<file path="src/hdl/jcsl_pkg.sv">
`timescale 1ns / 1ps

package jcsl_pkg;

	localparam int AXES           = 16;
	localparam int AXIS_BITS      = 4;
	localparam int AXIS_IDX_BITS  = (AXES > 1) ? $clog2(AXES) : 1;
	localparam int VALUE_BITS     = 32;

	typedef logic signed [VALUE_BITS-1:0] value_t;
	typedef logic [AXIS_BITS-1:0]         axis_t;
	typedef logic [AXIS_IDX_BITS-1:0]     axis_idx_t;

	localparam value_t VMAX = {1'b0, {(VALUE_BITS-1){1'b1}}};
	localparam value_t VMIN = {1'b1, {(VALUE_BITS-1){1'b0}}};

	typedef enum logic [1:0] {
		KIND_SEED   = 2'd0,
		KIND_LIMITS = 2'd1,
		KIND_ACTION = 2'd2,
		KIND_NONE   = 2'd3
	} kind_t;

	typedef enum logic [1:0] {
		OUTCOME_OK    = 2'd0,
		OUTCOME_BAD   = 2'd1,
		OUTCOME_LIMIT = 2'd2,
		OUTCOME_RSVD  = 2'd3
	} outcome_t;

	// enable bits of one axis
	localparam int EN_FLOOR = 0;
	localparam int EN_CEIL  = 1;
	localparam int EN_STEP  = 2;

	typedef struct packed {
		value_t     floor_limit;
		value_t     ceiling_limit;
		value_t     step_limit;
		logic [2:0] en;
	} limits_t;

	typedef struct packed {
		kind_t   kind;
		axis_t   axis;
		value_t  sample;
		logic    sample_bad;
		limits_t limits;
	} item_t;

	typedef struct packed {
		value_t   filtered;
		outcome_t outcome;
		axis_t    axis;
	} result_t;

	typedef struct packed {
		logic      last_we;
		logic      limits_we;
		axis_idx_t idx;
		value_t    last;
		limits_t   limits;
	} tbl_wr_t;

	function automatic value_t clamp(input value_t v, input value_t lo, input value_t hi);
		value_t r;
		r = v;
		if (v < lo) begin
			r = lo;
		end else if (v > hi) begin
			r = hi;
		end
		return r;
	endfunction

	// add or subtract with saturation at the signed value range
	function automatic value_t sat_add(input value_t a, input value_t b, input logic sub);
		logic signed [VALUE_BITS:0] s;
		s = sub ? ($signed({a[VALUE_BITS-1], a}) - $signed({b[VALUE_BITS-1], b}))
		        : ($signed({a[VALUE_BITS-1], a}) + $signed({b[VALUE_BITS-1], b}));
		if (s[VALUE_BITS] != s[VALUE_BITS-1]) begin
			return s[VALUE_BITS] ? VMIN : VMAX;
		end
		return s[VALUE_BITS-1:0];
	endfunction

endpackage

</file>
<file path="src/hdl/jcsl_axis_table.sv">
`timescale 1ns / 1ps

module jcsl_axis_table (
	input  logic                 clk,
	input  logic                 arst_n,
	input  jcsl_pkg::axis_idx_t  rd_idx,
	output jcsl_pkg::value_t     rd_last,
	output jcsl_pkg::limits_t    rd_limits,
	input  jcsl_pkg::tbl_wr_t    wr
);
	import jcsl_pkg::*;

	value_t  last_q   [AXES];
	limits_t limits_q [AXES];

	always_ff @(posedge clk or negedge arst_n) begin
		if (!arst_n) begin
			for (int i = 0; i < AXES; i++) begin
				last_q[i]   <= '0;
				limits_q[i] <= '0;
			end
		end else begin
			if (wr.last_we) begin
				last_q[wr.idx] <= wr.last;
			end
			if (wr.limits_we) begin
				limits_q[wr.idx] <= wr.limits;
			end
		end
	end

	assign rd_last   = last_q[rd_idx];
	assign rd_limits = limits_q[rd_idx];

endmodule

</file>
<file path="config.mk">
export PLATFORM = sky130hd
export DESIGN_NAME = jcsl_axis_table
export DESIGN_NICKNAME = d
export VERILOG_FILES = /design/src/hdl/jcsl_pkg.sv /design/src/hdl/jcsl_axis_table.sv
export SDC_FILE = /design/constraint.sdc
export NUM_CORES = 2
export LEC_CHECK = 0
export BUFFER_PORTS_ARGS = -buffer_cell sky130_fd_sc_hd__buf_2
export CAP_MARGIN = 20
export CORE_ASPECT_RATIO = 0.5
export CORE_MARGIN = 3
export CORE_UTILIZATION = 63
export DETAILED_ROUTE_END_ITERATION = 12
export MAX_ROUTING_LAYER = met4
export PLACE_DENSITY_LB_ADDON = 0.08
export SETUP_SLACK_MARGIN = 0.02
export SYNTH_ARGS = -nofsm -noshare
export SYNTH_HDL_FRONTEND = slang
export SYNTH_SLANG_ARGS = --single-unit
</file>
<file path="constraint.sdc">
create_clock -name clk -period 1.86 [get_ports clk]
set_input_delay 0 -clock clk [delete_from_list [all_inputs] [get_ports clk]]
set_output_delay 0 -clock clk [all_outputs]
set_load 0.02 [all_outputs]
</file>
==> impl_metrics.tcl <==
set metrics [dict create \
    cp-start-kind "register" \
    htreeDepth 4 \
    die_x_um 551 \
    synthCells 5582 \
    numCtsBuffers 187 \
    antenna_found_initial 9 \
    track_usage_pct 31.9 \
    crit_path_max_incr_delay_ns 0.53 \
    tns_ns -54.93 \
    critPathBufInv 1 \
    yosysWarnings 0 \
    gp_congestion 0.803 \
    path_delay_family "multiplexers" \
    layout_common_cells "2096 x dfrtp_1, 2086 x mux2_2, 592 x mux4_2, 322 x buf_4, 192 x clkbuf_16" \
    ant_nets 0 \
    post-route-period-util_pct 128 \
    crit_path_cell_trace "mux4_2, mux4_2, buf_6" \
    syn-num-nets 5725 \
    first_pass_iters 5 \
    start_util_pct 63.8 \
    route.detailed.wl_per_inst_um 28.1 \
    finClkSkew_ns 0 \
    grt_overflow_total 0 \
    clock-sinks 2096 \
    nFillCells 8575 \
    r2r_setup_slack_ns 0.84 \
    fmaxAchievable_mhz 421 \
    coreArea_um2 147000 \
    rows 99 \
    io_pins 274 \
    cts_root_buffer "clkbuf_16" \
    grt_pass1_wl_mm 363 \
    irDropWorstVdd_mv 0.831 \
    clk_latency_ns 0.81 \
    die_area_um2 154000 \
    final_area_um2 110000 \
    p_leak_uw 0.0474 \
    end_kind "output pin" \
    grt_setup_unrepaired "true" \
    cp_slowest_cell "mux4_2" \
    synth.distinct_cells 22 \
    place_hpwl_mm 144 \
    setup_slack_ns -0.513 \
    routed_wl_mm 233 \
    required_ns 1.86 \
    power_density_nw_per_um2 1160 \
    drc 0 \
    dp_slack_ns -0.0933 \
    post_drt_via_cell_ratio 6.41 \
    hold_violations 0 \
    cts.path.max_buffers 4 \
    slew_headroom_pct 45.2 \
    cap_violations 0 \
    layout_commonest_cell "dfrtp_1" \
    dr_total_vias 53000 \
    clkTransAtPathRegs_ns 0.07 \
    power_uw 127000 \
    grt_max_degree 110 \
    violations "setup timing" \
    whs_ns 0.0109 \
    layout-drive-gt1-share_pct 61.4 \
    die_y_um 279 \
    setup_viol 131 \
    crit_path_frequent_cell "mux4_2" \
    area_growth_pct 17.6 \
    cts_tree "done" \
    nets 6295 \
    multi_input_area_um2 39800 \
    min_period_ns 2.37 \
    crit_fanout 2 \
    grt_pass1_vias 58300 \
    hold_class "primary input to async pin" \
    io_buffers 273 \
    status "complete, but fails checks" \
    worstMarginPinSlew_ns 0.819 \
    synth-seq-area-share_pct 56.0 \
    syn_area_per_cell_um2 16.8 \
    seqCellArea_um2 52500 \
    critical_path_class "register to output pin" \
    drtIter0Drc 3839 \
    critical_path_arrival_ns 2.37 \
    synth_seq_cells 2096 \
    place_area_um2 101000 \
    finalMaxSlewViolations 0 \
    netlist_area_um2 93600 \
]
## worst register-to-register path: stages (launching register included)
cell	delay, ns
dfrtp_1	0.39
buf_4	0.14
buf_4	0.12
mux2_2	0.26
## routing by layer
metal	vias up	global-route usage, %	part of all wire (%)
met5	-	-	0
li1	22100	-	-
met2	1267	50.1	49
met3	400	4.97	5.0
met4	0	7.36	2.5
met1	29200	44.9	44
## worst paths after layout
| kind | startpoint | to | cells past startpoint |
|---|---|---|---|
| max in group asynchronous | arst_n | limits_q[176] | 3 |
| max reg2reg | limits_q[1102] | limits_q[1102] | 3 |
| min in group clk | wr[134] | last_q[392] | 4 |
| min | arst_n | last_q[405] | 3 |
| min reg2reg | limits_q[485] | limits_q[485] | 1 |
| max | limits_q[1116] | rd_limits[27] | 3 |
## Yosys cell counts
library cell	n	area, um^2
buf_2	195	976
nor2_1	15	56.3
mux2_2	2086	23500
o22ai_1	6	37.5
a21oi_1	48	240
nor2b_1	49	307
buf_4	28	210
mux2_1	10	113
or3_1	2	12.5
nor2_2	7	43.8
o221ai_1	12	105
clkbuf_1	254	953
a211oi_1	45	338
mux4_2	592	13300
mux2i_1	66	661
dfrtp_1	2096	52500
nand2b_1	5	31.3
nand2_1	21	78.8
nand3_1	12	60.1
buf_1	29	109
inv_2	1	3.75
a31oi_1	3	18.8
## stage by stage
stage          std cells  util (%)
3_5_place_dp        7713      68.6
4_1_cts             8229      74.8
5_1_grt             8266      75.1
2_1_floorplan       5582         -
6_report            8268      75.1
3_3_place_gp        7713      68.6
## repair_timing
| action | in CTS | in global routing |
|---|---|---|
| pin swaps | 47 | 7 |
| hold buffers | 136 | 0 |
| hold endpoints to repair | 4192 | 0 |
| gates resized for setup | 350 | 41 |
| buffers inserted | 53 | 31 |
| setup endpoints to repair | 131 | 131 |
## flip-flops by register name, summed over array words and instances (netlist names)
register	flops
last_q	512
limits_q	1584
## kinds of logic (layout without fill, tap and decap cells)
group,after synthesis,count (layout),synth area share (%)
muxes,2754,2754,40.2
DFF,2096,2096,56.0
AOI/OAI and AO/OA,114,114,0.790
buffers and inverters,507,1215,2.41
and+or+nand+nor,111,111,0.629
other,0,9,0
## power breakdown
group / switching [uW] / internal (uW) / total [uW] / leakage [uW]
clock network: 17200 / 21900 / 39100 / 0.00298
registers: 5430 / 56200 / 61600 / 0.0257
logic: 9780 / 16800 / 26500 / 0.0187
## layout make-up
class / instances / area share (%)
Sequential cell: 2096 / 47.6
Multi-Input combinational cell: 2979 / 36.2
Timing Repair Buffer: 887 / 8.45
Clock buffer: 270 / 4.91
Tap cell: 1969 / 2.24
Clock inverter: 57 / 0.565
Antenna cell: 9 / 0.0205
Inverter: 1 / 0.0102
No activity file was read; power rests on OpenSTA's default activity.
